<file path="config.mk">
export PLATFORM = sky130hd
export DESIGN_NAME = selective_repeat_receiver_flat
export DESIGN_NICKNAME = d
export VERILOG_FILES = /design/src/sv/srr_pkg.sv /design/src/sv/srr_pkt_if.sv /design/src/sv/srr_res_if.sv /design/src/sv/srr_ram.sv /design/src/sv/selective_repeat_receiver.sv /design/src/flat_wrapper.sv
export VERILOG_INCLUDE_DIRS = /design/src /design/src/sv
export SDC_FILE = /design/constraint.sdc
export NUM_CORES = 2
export LEC_CHECK = 0
export ABC_AREA = 0
export ABC_CLOCK_PERIOD_IN_PS = 17000
export BUFFER_PORTS_ARGS = -buffer_cell sky130_fd_sc_hd__clkbuf_2
export CORE_MARGIN = 4
export CORE_UTILIZATION = 25
export CTS_CLUSTER_SIZE = 14
export DETAILED_ROUTE_END_ITERATION = 6
export SYNTH_ARGS = -nofsm -noshare
export SYNTH_HDL_FRONTEND = slang
export SYNTH_HIERARCHICAL = 1
export SYNTH_SLANG_ARGS = --single-unit
</file>
<file path="constraint.sdc">
create_clock -name clk -period 17 [get_ports clk]
set_clock_uncertainty 0.2 [all_clocks]
set_input_delay 0 -clock clk [delete_from_list [all_inputs] [get_ports clk]]
set_output_delay 0 -clock clk [all_outputs]
set_load 0.01 [all_outputs]
</file>
<file path="src/sv/selective_repeat_receiver_defines.svh">
// Assertion macros for the selective repeat receiver.
// Needs clk and rst in the scope of every use.
`ifndef SELECTIVE_REPEAT_RECEIVER_DEFINES_SVH
`define SELECTIVE_REPEAT_RECEIVER_DEFINES_SVH

// Check cons in the same cycle as ante.
`define SRR_ASSERT_NOW(label, ante, cons, msg) \
  label: assert property (@(posedge clk) disable iff (rst) (ante) |-> (cons)) \
    else $error(msg);

// Check cons in the cycle after ante.
`define SRR_ASSERT_NEXT(label, ante, cons, msg) \
  label: assert property (@(posedge clk) disable iff (rst) (ante) |=> (cons)) \
    else $error(msg);

`endif

</file>
<file path="src/sv/srr_pkg.sv">
// Shared types and constants of the selective repeat receiver.
// No dependencies; used by the channel interfaces and the top level.
`default_nettype none

package srr_pkg;

  localparam int SEQ_W         = 31;
  localparam int CHK_W         = 32;
  localparam int LOW_W         = 64;
  localparam int MID_W         = 64;
  localparam int HIGH_W        = 32;
  localparam int WS_W          = 4;
  localparam int PAYLOAD_BYTES = 20;
  localparam int PAYLOAD_W     = 8 * PAYLOAD_BYTES;
  localparam int GROUP_BYTES   = 4;
  localparam int GROUP_W       = 8 * GROUP_BYTES;
  localparam int NUM_GROUPS    = PAYLOAD_BYTES / GROUP_BYTES;
  localparam int GRP_W         = $clog2(NUM_GROUPS);

  typedef logic [SEQ_W-1:0]     seq_t;
  typedef logic [CHK_W-1:0]     chk_t;
  typedef logic [PAYLOAD_W-1:0] payload_t;

  // Result kinds
  localparam logic KIND_ACK     = 1'b0;
  localparam logic KIND_DELIVER = 1'b1;

endpackage

`default_nettype wire

</file>
<file path="src/sv/srr_pkt_if.sv">
// Packet channel: valid/ready handshake with one arriving packet per beat.
// Depends on srr_pkg.
`default_nettype none

interface srr_pkt_if;
  import srr_pkg::*;

  logic                valid;
  logic                ready;
  logic [SEQ_W-1:0]    seq_num;
  logic [SEQ_W-1:0]    ack_num;
  logic signed [CHK_W-1:0] checksum;
  logic [LOW_W-1:0]    payload_low;
  logic [MID_W-1:0]    payload_mid;
  logic [HIGH_W-1:0]   payload_high;

  modport source (output valid, seq_num, ack_num, checksum,
                  output payload_low, payload_mid, payload_high, input ready);
  modport sink   (input valid, seq_num, ack_num, checksum,
                  input payload_low, payload_mid, payload_high, output ready);
endinterface

`default_nettype wire

</file>
<file path="src/sv/srr_res_if.sv">
// Result channel: valid/ready handshake with one ack or delivery per beat.
// Depends on srr_pkg.
`default_nettype none

interface srr_res_if;
  import srr_pkg::*;

  logic              valid;
  logic              ready;
  logic              kind;
  logic [SEQ_W-1:0]  ack_seq;
  logic [SEQ_W-1:0]  ack_check;
  logic [LOW_W-1:0]  deliver_low;
  logic [MID_W-1:0]  deliver_mid;
  logic [HIGH_W-1:0] deliver_high;
  logic              last;

  modport source (output valid, kind, ack_seq, ack_check,
                  output deliver_low, deliver_mid, deliver_high, last, input ready);
  modport sink   (input valid, kind, ack_seq, ack_check,
                  input deliver_low, deliver_mid, deliver_high, last, output ready);
endinterface

`default_nettype wire

</file>
<file path="src/sv/srr_ram.sv">
// Generic single-write, single-read RAM with registered read data.
// No dependencies.
`default_nettype none

module srr_ram #(
  parameter int WIDTH = 8,
  parameter int DEPTH = 2
) (
  input  logic                     clk,
  input  logic                     wr_en,
  input  logic [$clog2(DEPTH)-1:0] wr_addr,
  input  logic [WIDTH-1:0]         wr_data,
  input  logic                     rd_en,
  input  logic [$clog2(DEPTH)-1:0] rd_addr,
  output logic [WIDTH-1:0]         rd_data
);

  logic [WIDTH-1:0] mem [DEPTH];

  // Write port
  always_ff @(posedge clk) begin
    if (wr_en) begin
      mem[wr_addr] <= wr_data;
    end
  end

  // Read port, data held between reads
  always_ff @(posedge clk) begin
    if (rd_en) begin
      rd_data <= mem[rd_addr];
    end
  end

endmodule

`default_nettype wire

</file>
<file path="src/sv/selective_repeat_receiver.sv">
// Selective repeat receiver: an accepted packet passes capture, then the checksum sum
// (4 payload bytes a cycle) and then one result after another through the result
// register, which holds each result until it is taken; res.ready stalls the chain. A
// single checksum accumulator and a one-result output register serve every packet.
// Reset (rst, synchronous) clears the slot valid bits, sets the expected number to 1
// and the window register to 8.
`default_nettype none

module selective_repeat_receiver #(
  parameter int MAX_WINDOW = 8
) (
  input  logic                     clk,
  input  logic                     rst,
  input  logic                     cfg_wr_en,
  input  logic [srr_pkg::WS_W-1:0] cfg_wr_data,
  srr_pkt_if.sink                  pkt,
  srr_res_if.source                res
);
  import srr_pkg::*;

  `include "selective_repeat_receiver_defines.svh"

  localparam int NUM_SLOTS = MAX_WINDOW + 1;
  localparam int SLOT_W    = $clog2(NUM_SLOTS);
  localparam int GUARD_W   = $clog2(MAX_WINDOW + 1);

  localparam logic [SLOT_W-1:0]  LAST_SLOT   = SLOT_W'(NUM_SLOTS - 1);
  localparam logic [SLOT_W:0]    SLOT_COUNT  = (SLOT_W + 1)'(NUM_SLOTS);
  localparam logic [GUARD_W-1:0] GUARD_LAST  = GUARD_W'(MAX_WINDOW - 1);
  localparam seq_t               SEQ_MAX     = '1;
  localparam logic [WS_W-1:0]    WS_RESET    = WS_W'(8);
  localparam logic [GRP_W-1:0]   GRP_LAST    = GRP_W'(NUM_GROUPS - 1);

  localparam logic [2:0] ST_IDLE   = 3'd0;
  localparam logic [2:0] ST_CHK    = 3'd1;
  localparam logic [2:0] ST_DECIDE = 3'd2;
  localparam logic [2:0] ST_FIRST  = 3'd3;
  localparam logic [2:0] ST_DRAIN  = 3'd4;

  logic [2:0]         state, state_next;
  logic [WS_W-1:0]    win_size;
  logic [GRP_W-1:0]   grp;
  seq_t               seq_r;
  chk_t               chk_r;
  chk_t               acc;
  payload_t           pl_r;
  logic               in_win;
  logic               is_exp;
  logic [SLOT_W-1:0]  st_slot;
  seq_t               expected_seq;
  logic [SLOT_W-1:0]  exp_slot;
  logic [NUM_SLOTS-1:0] slot_valid;
  logic [GUARD_W-1:0] guard;

  logic               out_valid;
  logic               out_kind;
  seq_t               out_seq;
  payload_t           out_pl;
  logic               out_last;

  logic               out_free;
  seq_t               win_eff;
  seq_t               diff;
  logic [SLOT_W:0]    slot_sum;
  logic [SLOT_W-1:0]  slot_calc;
  logic [SLOT_W-1:0]  nxt_slot;
  logic               nxt_empty;
  logic [GROUP_W-1:0] grp_word;
  chk_t               grp_sum;
  payload_t           rd_data;

  logic               ld_ack, ld_pl, ld_ram, ld_last, ram_we, rd_en, adv;

  assign out_free  = !out_valid || res.ready;
  assign pkt.ready = (state == ST_IDLE);

  // Clamp the window and place the packet relative to the expected number
  always_comb begin
    if (32'(win_size) > MAX_WINDOW) begin
      win_eff = SEQ_W'(MAX_WINDOW);
    end else begin
      win_eff = SEQ_W'(win_size);
    end
    diff     = seq_r - expected_seq;
    slot_sum = {1'b0, exp_slot} + {1'b0, diff[SLOT_W-1:0]};
    if (slot_sum >= SLOT_COUNT) begin
      slot_calc = SLOT_W'(slot_sum - SLOT_COUNT);
    end else begin
      slot_calc = slot_sum[SLOT_W-1:0];
    end
  end

  // Slot of the number after expected; the number wraps to zero, slot zero
  always_comb begin
    if (expected_seq == SEQ_MAX || exp_slot == LAST_SLOT) begin
      nxt_slot = '0;
    end else begin
      nxt_slot = exp_slot + SLOT_W'(1);
    end
    nxt_empty = !slot_valid[nxt_slot] || (nxt_slot == exp_slot);
  end

  // Sum one group of sign-extended payload bytes
  always_comb begin
    grp_word = pl_r[GROUP_W * grp +: GROUP_W];
    grp_sum  = '0;
    for (int i = 0; i < GROUP_BYTES; i++) begin
      grp_sum = grp_sum + {{(CHK_W - 8){grp_word[8*i+7]}}, grp_word[8*i +: 8]};
    end
  end

  // Sequencer: checksum, ack, store or deliver chain
  always_comb begin
    state_next = state;
    ld_ack     = 1'b0;
    ld_pl      = 1'b0;
    ld_ram     = 1'b0;
    ld_last    = 1'b0;
    ram_we     = 1'b0;
    rd_en      = 1'b0;
    adv        = 1'b0;
    unique case (state)
      ST_IDLE: begin
        if (pkt.valid) begin
          state_next = ST_CHK;
        end
      end
      ST_CHK: begin
        if (grp == GRP_LAST) begin
          state_next = ST_DECIDE;
        end
      end
      ST_DECIDE: begin
        if (acc != chk_r) begin
          state_next = ST_IDLE;
        end else if (out_free) begin
          ld_ack     = 1'b1;
          ld_last    = !(in_win && is_exp);
          ram_we     = in_win && !is_exp;
          state_next = (in_win && is_exp) ? ST_FIRST : ST_IDLE;
        end
      end
      ST_FIRST: begin
        if (out_free) begin
          ld_pl      = 1'b1;
          adv        = 1'b1;
          ld_last    = nxt_empty;
          rd_en      = !nxt_empty;
          state_next = nxt_empty ? ST_IDLE : ST_DRAIN;
        end
      end
      ST_DRAIN: begin
        if (out_free) begin
          ld_ram     = 1'b1;
          adv        = 1'b1;
          ld_last    = nxt_empty || (guard == GUARD_LAST);
          rd_en      = !ld_last;
          state_next = ld_last ? ST_IDLE : ST_DRAIN;
        end
      end
      default: begin
        state_next = ST_IDLE;
      end
    endcase
  end

  // Control state
  always_ff @(posedge clk) begin
    if (rst) begin
      state        <= ST_IDLE;
      win_size     <= WS_RESET;
      expected_seq <= SEQ_W'(1);
      exp_slot     <= SLOT_W'(1);
      slot_valid   <= '0;
      out_valid    <= 1'b0;
      grp          <= '0;
      guard        <= '0;
    end else begin
      state <= state_next;
      if (cfg_wr_en) begin
        win_size <= cfg_wr_data;
      end
      // advance group counter through the checksum
      if (state == ST_IDLE) begin
        grp <= '0;
      end else if (state == ST_CHK) begin
        grp <= grp + GRP_W'(1);
      end
      // mark stored slot, drop delivered slot
      if (ram_we) begin
        slot_valid[st_slot] <= 1'b1;
      end
      if (adv) begin
        slot_valid[exp_slot] <= 1'b0;
        expected_seq         <= expected_seq + SEQ_W'(1);
        exp_slot             <= nxt_slot;
      end
      if (ld_pl) begin
        guard <= '0;
      end else if (ld_ram) begin
        guard <= guard + GUARD_W'(1);
      end
      // hold a result until taken
      if (ld_ack || ld_pl || ld_ram) begin
        out_valid <= 1'b1;
      end else if (res.ready) begin
        out_valid <= 1'b0;
      end
    end
  end

  // Packet capture and checksum accumulation
  always_ff @(posedge clk) begin
    if (pkt.valid && pkt.ready) begin
      seq_r <= pkt.seq_num;
      chk_r <= chk_t'(pkt.checksum);
      pl_r  <= {pkt.payload_high, pkt.payload_mid, pkt.payload_low};
      acc   <= CHK_W'(pkt.seq_num) + CHK_W'(pkt.ack_num);
    end else if (state == ST_CHK) begin
      acc <= acc + grp_sum;
    end
    if (state == ST_CHK) begin
      in_win  <= (seq_r >= expected_seq) && (diff <= win_eff);
      is_exp  <= (seq_r == expected_seq);
      st_slot <= slot_calc;
    end
  end

  // Result register
  always_ff @(posedge clk) begin
    if (ld_ack) begin
      out_kind <= KIND_ACK;
      out_seq  <= seq_r;
      out_pl   <= '0;
      out_last <= ld_last;
    end else if (ld_pl || ld_ram) begin
      out_kind <= KIND_DELIVER;
      out_seq  <= '0;
      out_pl   <= ld_pl ? pl_r : rd_data;
      out_last <= ld_last;
    end
  end

  // Buffered payloads
  srr_ram #(
    .WIDTH (PAYLOAD_W),
    .DEPTH (NUM_SLOTS)
  ) u_slot_ram (
    .clk     (clk),
    .wr_en   (ram_we),
    .wr_addr (st_slot),
    .wr_data (pl_r),
    .rd_en   (rd_en),
    .rd_addr (nxt_slot),
    .rd_data (rd_data)
  );

  assign res.valid        = out_valid;
  assign res.kind         = out_kind;
  assign res.ack_seq      = out_seq;
  assign res.ack_check    = out_seq;
  assign res.deliver_low  = out_pl[LOW_W-1:0];
  assign res.deliver_mid  = out_pl[LOW_W +: MID_W];
  assign res.deliver_high = out_pl[LOW_W + MID_W +: HIGH_W];
  assign res.last         = out_last;

  // Checks
  `SRR_ASSERT_NOW(a_slot_range, 1'b1, exp_slot <= LAST_SLOT, "expected slot out of range")
  `SRR_ASSERT_NOW(a_ack_fields, res.valid && res.kind == KIND_ACK,
    res.ack_check == res.ack_seq && res.deliver_low == '0 && res.deliver_high == '0,
    "ack result carries payload")
  `SRR_ASSERT_NOW(a_dlv_fields, res.valid && res.kind == KIND_DELIVER,
    res.ack_seq == '0 && res.ack_check == '0, "delivery carries ack number")
  `SRR_ASSERT_NEXT(a_seq_hold, !(state == ST_FIRST || state == ST_DRAIN),
    $stable(expected_seq), "expected number moved outside delivery")
  `SRR_ASSERT_NOW(a_guard, state == ST_DRAIN, guard < GUARD_W'(MAX_WINDOW),
    "delivery chain overran window")

endmodule

`default_nettype wire

</file>
<file path="src/flat_wrapper.sv">
// flat-port wrapper written by rule: the top's interface ports become plain ports
module selective_repeat_receiver_flat import srr_pkg::*;
#(
  parameter int MAX_WINDOW = 8
)
  (clk, rst, cfg_wr_en, cfg_wr_data, pkt_valid, pkt_seq_num, pkt_ack_num, pkt_checksum, pkt_payload_low, pkt_payload_mid, pkt_payload_high, pkt_ready, res_valid, res_kind, res_ack_seq, res_ack_check, res_deliver_low, res_deliver_mid, res_deliver_high, res_last, res_ready);
  srr_pkt_if pkt_i ();
  srr_res_if res_i ();
  input  logic clk;
  input  logic rst;
  input  logic cfg_wr_en;
  input  logic [srr_pkg::WS_W-1:0] cfg_wr_data;
  input wire logic [$bits(pkt_i.valid)-1:0] pkt_valid;
  input wire logic [$bits(pkt_i.seq_num)-1:0] pkt_seq_num;
  input wire logic [$bits(pkt_i.ack_num)-1:0] pkt_ack_num;
  input wire logic [$bits(pkt_i.checksum)-1:0] pkt_checksum;
  input wire logic [$bits(pkt_i.payload_low)-1:0] pkt_payload_low;
  input wire logic [$bits(pkt_i.payload_mid)-1:0] pkt_payload_mid;
  input wire logic [$bits(pkt_i.payload_high)-1:0] pkt_payload_high;
  output wire logic [$bits(pkt_i.ready)-1:0] pkt_ready;
  output wire logic [$bits(res_i.valid)-1:0] res_valid;
  output wire logic [$bits(res_i.kind)-1:0] res_kind;
  output wire logic [$bits(res_i.ack_seq)-1:0] res_ack_seq;
  output wire logic [$bits(res_i.ack_check)-1:0] res_ack_check;
  output wire logic [$bits(res_i.deliver_low)-1:0] res_deliver_low;
  output wire logic [$bits(res_i.deliver_mid)-1:0] res_deliver_mid;
  output wire logic [$bits(res_i.deliver_high)-1:0] res_deliver_high;
  output wire logic [$bits(res_i.last)-1:0] res_last;
  input wire logic [$bits(res_i.ready)-1:0] res_ready;
  assign pkt_i.valid = pkt_valid;
  assign pkt_i.seq_num = pkt_seq_num;
  assign pkt_i.ack_num = pkt_ack_num;
  assign pkt_i.checksum = pkt_checksum;
  assign pkt_i.payload_low = pkt_payload_low;
  assign pkt_i.payload_mid = pkt_payload_mid;
  assign pkt_i.payload_high = pkt_payload_high;
  assign pkt_ready = pkt_i.ready;
  assign res_valid = res_i.valid;
  assign res_kind = res_i.kind;
  assign res_ack_seq = res_i.ack_seq;
  assign res_ack_check = res_i.ack_check;
  assign res_deliver_low = res_i.deliver_low;
  assign res_deliver_mid = res_i.deliver_mid;
  assign res_deliver_high = res_i.deliver_high;
  assign res_last = res_i.last;
  assign res_i.ready = res_ready;
  selective_repeat_receiver #(.MAX_WINDOW(MAX_WINDOW)) u_core (.clk(clk), .rst(rst), .cfg_wr_en(cfg_wr_en), .cfg_wr_data(cfg_wr_data), .pkt(pkt_i), .res(res_i));
endmodule
</file>
==> impl_metrics.csv <==
group,metric,value,unit
yosys,yosysUniqueCellTypes,90,
yosys,synthFlopType,"edfxtp_1",
final_layout,nFillCells,33980,
final_layout,area_growth,22.3,%
sta,rsz0062_at_grt,"no",
global_route,grt_overflow_total,0,
place,dp_cells,10367,
global_route,grt_pass1_wl,404000,um
detailed_routing,drc,1,
final_layout,finish.cell_count_without_fillers,11298,
detailed_routing,highest_layer,"met5",
global_route,grt_max_degree,130,
status,violations,"design-rule violations",
worst_hold_path,min_path_type,"in -> reg",
yosys,yosysWarnings,6,
clocking,clock-sinks,2113,
power,irDropWorstVdd,0.191,mV
sta,setup_tns,0,ns
flow_run,cap_violations,0,
floorplanning,pin_count,489,
detailed_routing,wl_per_cell,25.7,um
sta,timing.final.crit_share,0.531,
sta,final_hold_viol_count,0,
floorplanning,dieArea,358000,um2
floorplanning,start_util,0.251,
sta,final_max_slew_viol_count,0,
power,p_per_area,141,nW/um2
floorplanning,die_w,598,um
floorplanning,core.rowCount,216,
place,place.detailed.hpwl,186000,um
worst_setup_path,cp-end-kind,"flip-flop",
detailed_routing,firstDrtPassIters,7,
detailed_routing,ant_nets,0,
yosys,synthSimpleGateAreaFrac,0.0443,
status,outcome,"finished, violations left",
yosys,ys_seq_area_frac,0.703,
detailed_routing,met2_wirelength,145000,um
worst_setup_path,arrival,9.39,ns
worst_setup_path,slowest_delay,0.92,ns
global_route,grt_pass1_vias,53323,
floorplanning,core-area,347000,um2
global_route,track_usage,0.155,
yosys,ys_ff_latch,2113,
yosys,synth_compound_area_frac,0.102,
clocking,h-tree-depth,4,
power,leakagePower,0.0351,uW
clocking,insertion_delay,0.91,ns
yosys,synth-edff-count,1893,
sta,slew_headroom,0.195,
detailed_routing,vias_per_cell,4.81,
yosys,synthesis.area,87100,um2
sta,fin_crit,9.03,ns
detailed_routing,dr.first_iter.drc_count,5164,
yosys,syn_nets,5978,
floorplanning,die_h,598,um
final_layout,layout-drive-gt1-share,0.180,
yosys,synthMuxAreaShare,0.0910,
detailed_routing,met3_length,17800,um
worst_setup_path,critical_path_class,"reg -> reg",
clocking,cts_buffers,212,
place,io_buffers,488,
place,place.gp.congestion,0.858,
clocking,cts-root-buf,"clkbuf_16",
global_route,antenna_found_initial,47,
yosys,syn_inst,5571,
worst_setup_path,crit_top_cell,"a21oi_1",
detailed_routing,wl_met1,113000,um
sta,max_freq,111,MHz
yosys,synth_top_family_by_area,"compound AO/OA/AOI/OAI gates",
detailed_routing,vias,54394,
worst_setup_path,required,17.36,ns
clocking,cts_tree,"done",
sta,setup_viol,0,
yosys,synthAdderAreaFrac,0.0225,
worst_setup_path,path_max_fanout,34,
worst_setup_path,start_kind,"flip-flop",
detailed_routing,wirelength,290000,um
yosys,synth_xor_area_frac,0.0125,
yosys,synth.avg_cell_area,15.6,um2
yosys,async_flop_share,0,
sta,tightest_slew,1.21,ns
clocking,ctsResizeCount,0,
final_layout,fin_nets,6938,
final_layout,final_util,0.307,
clocking,clockBufferDepth,4,
clocking,cts.clk_slew.worst_paths,0.06,ns
worst_setup_path,critPathSlowestCell,"nor3_2",
clocking,post_cts_buffers,0,
stage by stage:
step / setup WS (ns) / area (um2) / hold WS (ns) / power (uW)
floorplan: 2.82 / 87100 / -0.101 / 8960
global placement: 8.72 / 94500 / -0.0209 / 10300
detailed placement: 8.73 / 94500 / -0.0204 / 10300
CTS: 8.07 / 106000 / 0.0896 / 15100
global route: 7.37 / 107000 / 0.122 / 15700
finish: 7.97 / 107000 / 0.145 / 15000
where the power goes:
group	switching [uW]	total [uW]	internal, uW	leakage (uW)
Clock	1990	4610	2620	0.00331
Sequential	438	6630	6190	0.0191
Combinational	2200	3740	1550	0.0127
Total	4630	15000	10400	0.0351
per-layer routing:
layer	GRT usage	up-vias
li1	-	23798
met1	0.190	27970
met3	0.0220	521
met2	0.271	2101
met4	0.0688	4
met5	0	-
what timing repair did:
action,4_1_cts,5_1_grt
setup endpoints to repair,0,0
hold buffers,528,0
hold endpoints to repair,341,0
placed cells by master, fill, tap and decap left out, types with 26 or more instances in the layout:
cell	Yosys	final
dlygate4sd3_1	0	528
a22o_1	167	167
mux4_2	32	32
o31ai_2	99	99
mux2_2	157	157
o22ai_1	301	301
xnor2_1	72	72
mux2_1	165	165
edfxtp_1	1893	1893
clkbuf_1	220	39
o31ai_1	66	66
nand3_1	29	29
xor2_1	52	52
mux2i_1	358	358
clkbuf_2	2	488
clkinv_1	1	40
clkbuf_16	0	214
ha_1	123	123
nand3b_1	36	36
nor3_1	32	29
inv_1	96	95
a211oi_1	154	154
nand4_1	26	26
o21ai_0	102	99
nand2_1	278	277
a22oi_1	34	34
nor2_1	259	253
buf_4	67	72
a21oi_1	117	117
clkinv_2	0	45
and2_1	39	37
a21o_1	44	44
dfxtp_1	220	218
cell usage after synthesis, drive strengths merged, types with 5 or more instances:
library cell / n / area (um2)
a2111oi: 6 / 60.1
a211o: 8 / 70.1
a211oi: 154 / 1160
a21o: 44 / 330
a21oi: 119 / 618
a221oi: 6 / 52.6
a22o: 167 / 1460
a22oi: 34 / 255
a31oi: 24 / 150
and2: 40 / 250
and3: 17 / 106
buf: 132 / 921
clkbuf: 223 / 843
dfxtp: 220 / 4400
edfxtp: 1893 / 56800
fa: 21 / 420
ha: 123 / 1540
inv: 96 / 360
mux2: 322 / 3630
mux2i: 358 / 3580
mux4: 32 / 721
nand2: 278 / 1040
nand2b: 21 / 131
nand3: 29 / 145
nand3b: 36 / 270
nand4: 27 / 184
nor2: 261 / 985
nor2b: 22 / 145
nor3: 33 / 170
nor3b: 10 / 75.1
nor4: 16 / 130
o211ai: 16 / 120
o21a: 11 / 82.6
o21ai: 104 / 521
o21bai: 9 / 67.6
o22ai: 301 / 1880
o31ai: 165 / 1730
o41ai: 5 / 43.8
or3: 7 / 43.8
xnor2: 72 / 631
xor2: 52 / 455
worst max-delay path: cells and delay by family (launching register included):
kind / cells / cell delay, ns
AND/OR/NAND/NOR: 5 / 1.34
buffers and inverters: 5 / 1.94
adder cells (fa/ha/maj): 4 / 1.79
flip-flops: 1 / 0.36
AO/OA/AOI/OAI: 13 / 2.85
XOR/XNOR: 1 / 0.24
registers in the layout (all words and copies together) (netlist names), 3 cells and up:
signal,cells
u_core/state,3
u_core/slot_valid,9
u_core/pl_r,160
u_core/expected_seq,31
u_core/acc,32
u_core/u_slot_ram/mem,1440
u_core/win_size,4
u_core/exp_slot,4
u_core/st_slot,4
u_core/res.ack_check,31
u_core/grp,3
u_core/seq_r,31
u_core/u_slot_ram/rd_data,160
u_core/chk_r,32
u_core/guard,4
u_core/out_pl,160
layout make-up:
class	instances	area [um2]	area share
diodes	22	55.1	0.000517
clock inverters	121	1110	0.0104
multi-input cells	3006	23900	0.224
flip-flops and latches	2113	61300	0.575
repair buffers	1101	8530	0.0800
inverters	97	372	0.00349
well taps	4578	5730	0.0538
clock buffers	260	5600	0.0525
cells by family (layout without fill, tap and decap cells):
family	count (synthesis)	in the layout
AOI/OAI and AO/OA	1208	1208
adders and majority gates	144	144
buffers and inverters	452	1579
other	0	22
muxes	712	712
xor gates and xnor gates	124	124
DFF	2113	2113
and+or+nand+nor	818	818
worst paths after layout:
path                   startpoint               to  slack [ns]  cells past startpoint
setup / recovery    u_core/grp[2]   u_core/acc[31]        7.97                     28
setup reg to reg    u_core/grp[2]   u_core/acc[31]        7.97                     28
hold reg to reg   u_core/guard[3]  u_core/guard[3]        0.28                      2
hold / removal          pkt_valid  u_core/state[0]        0.15                      6
No activity file was read; power rests on OpenSTA's default activity.
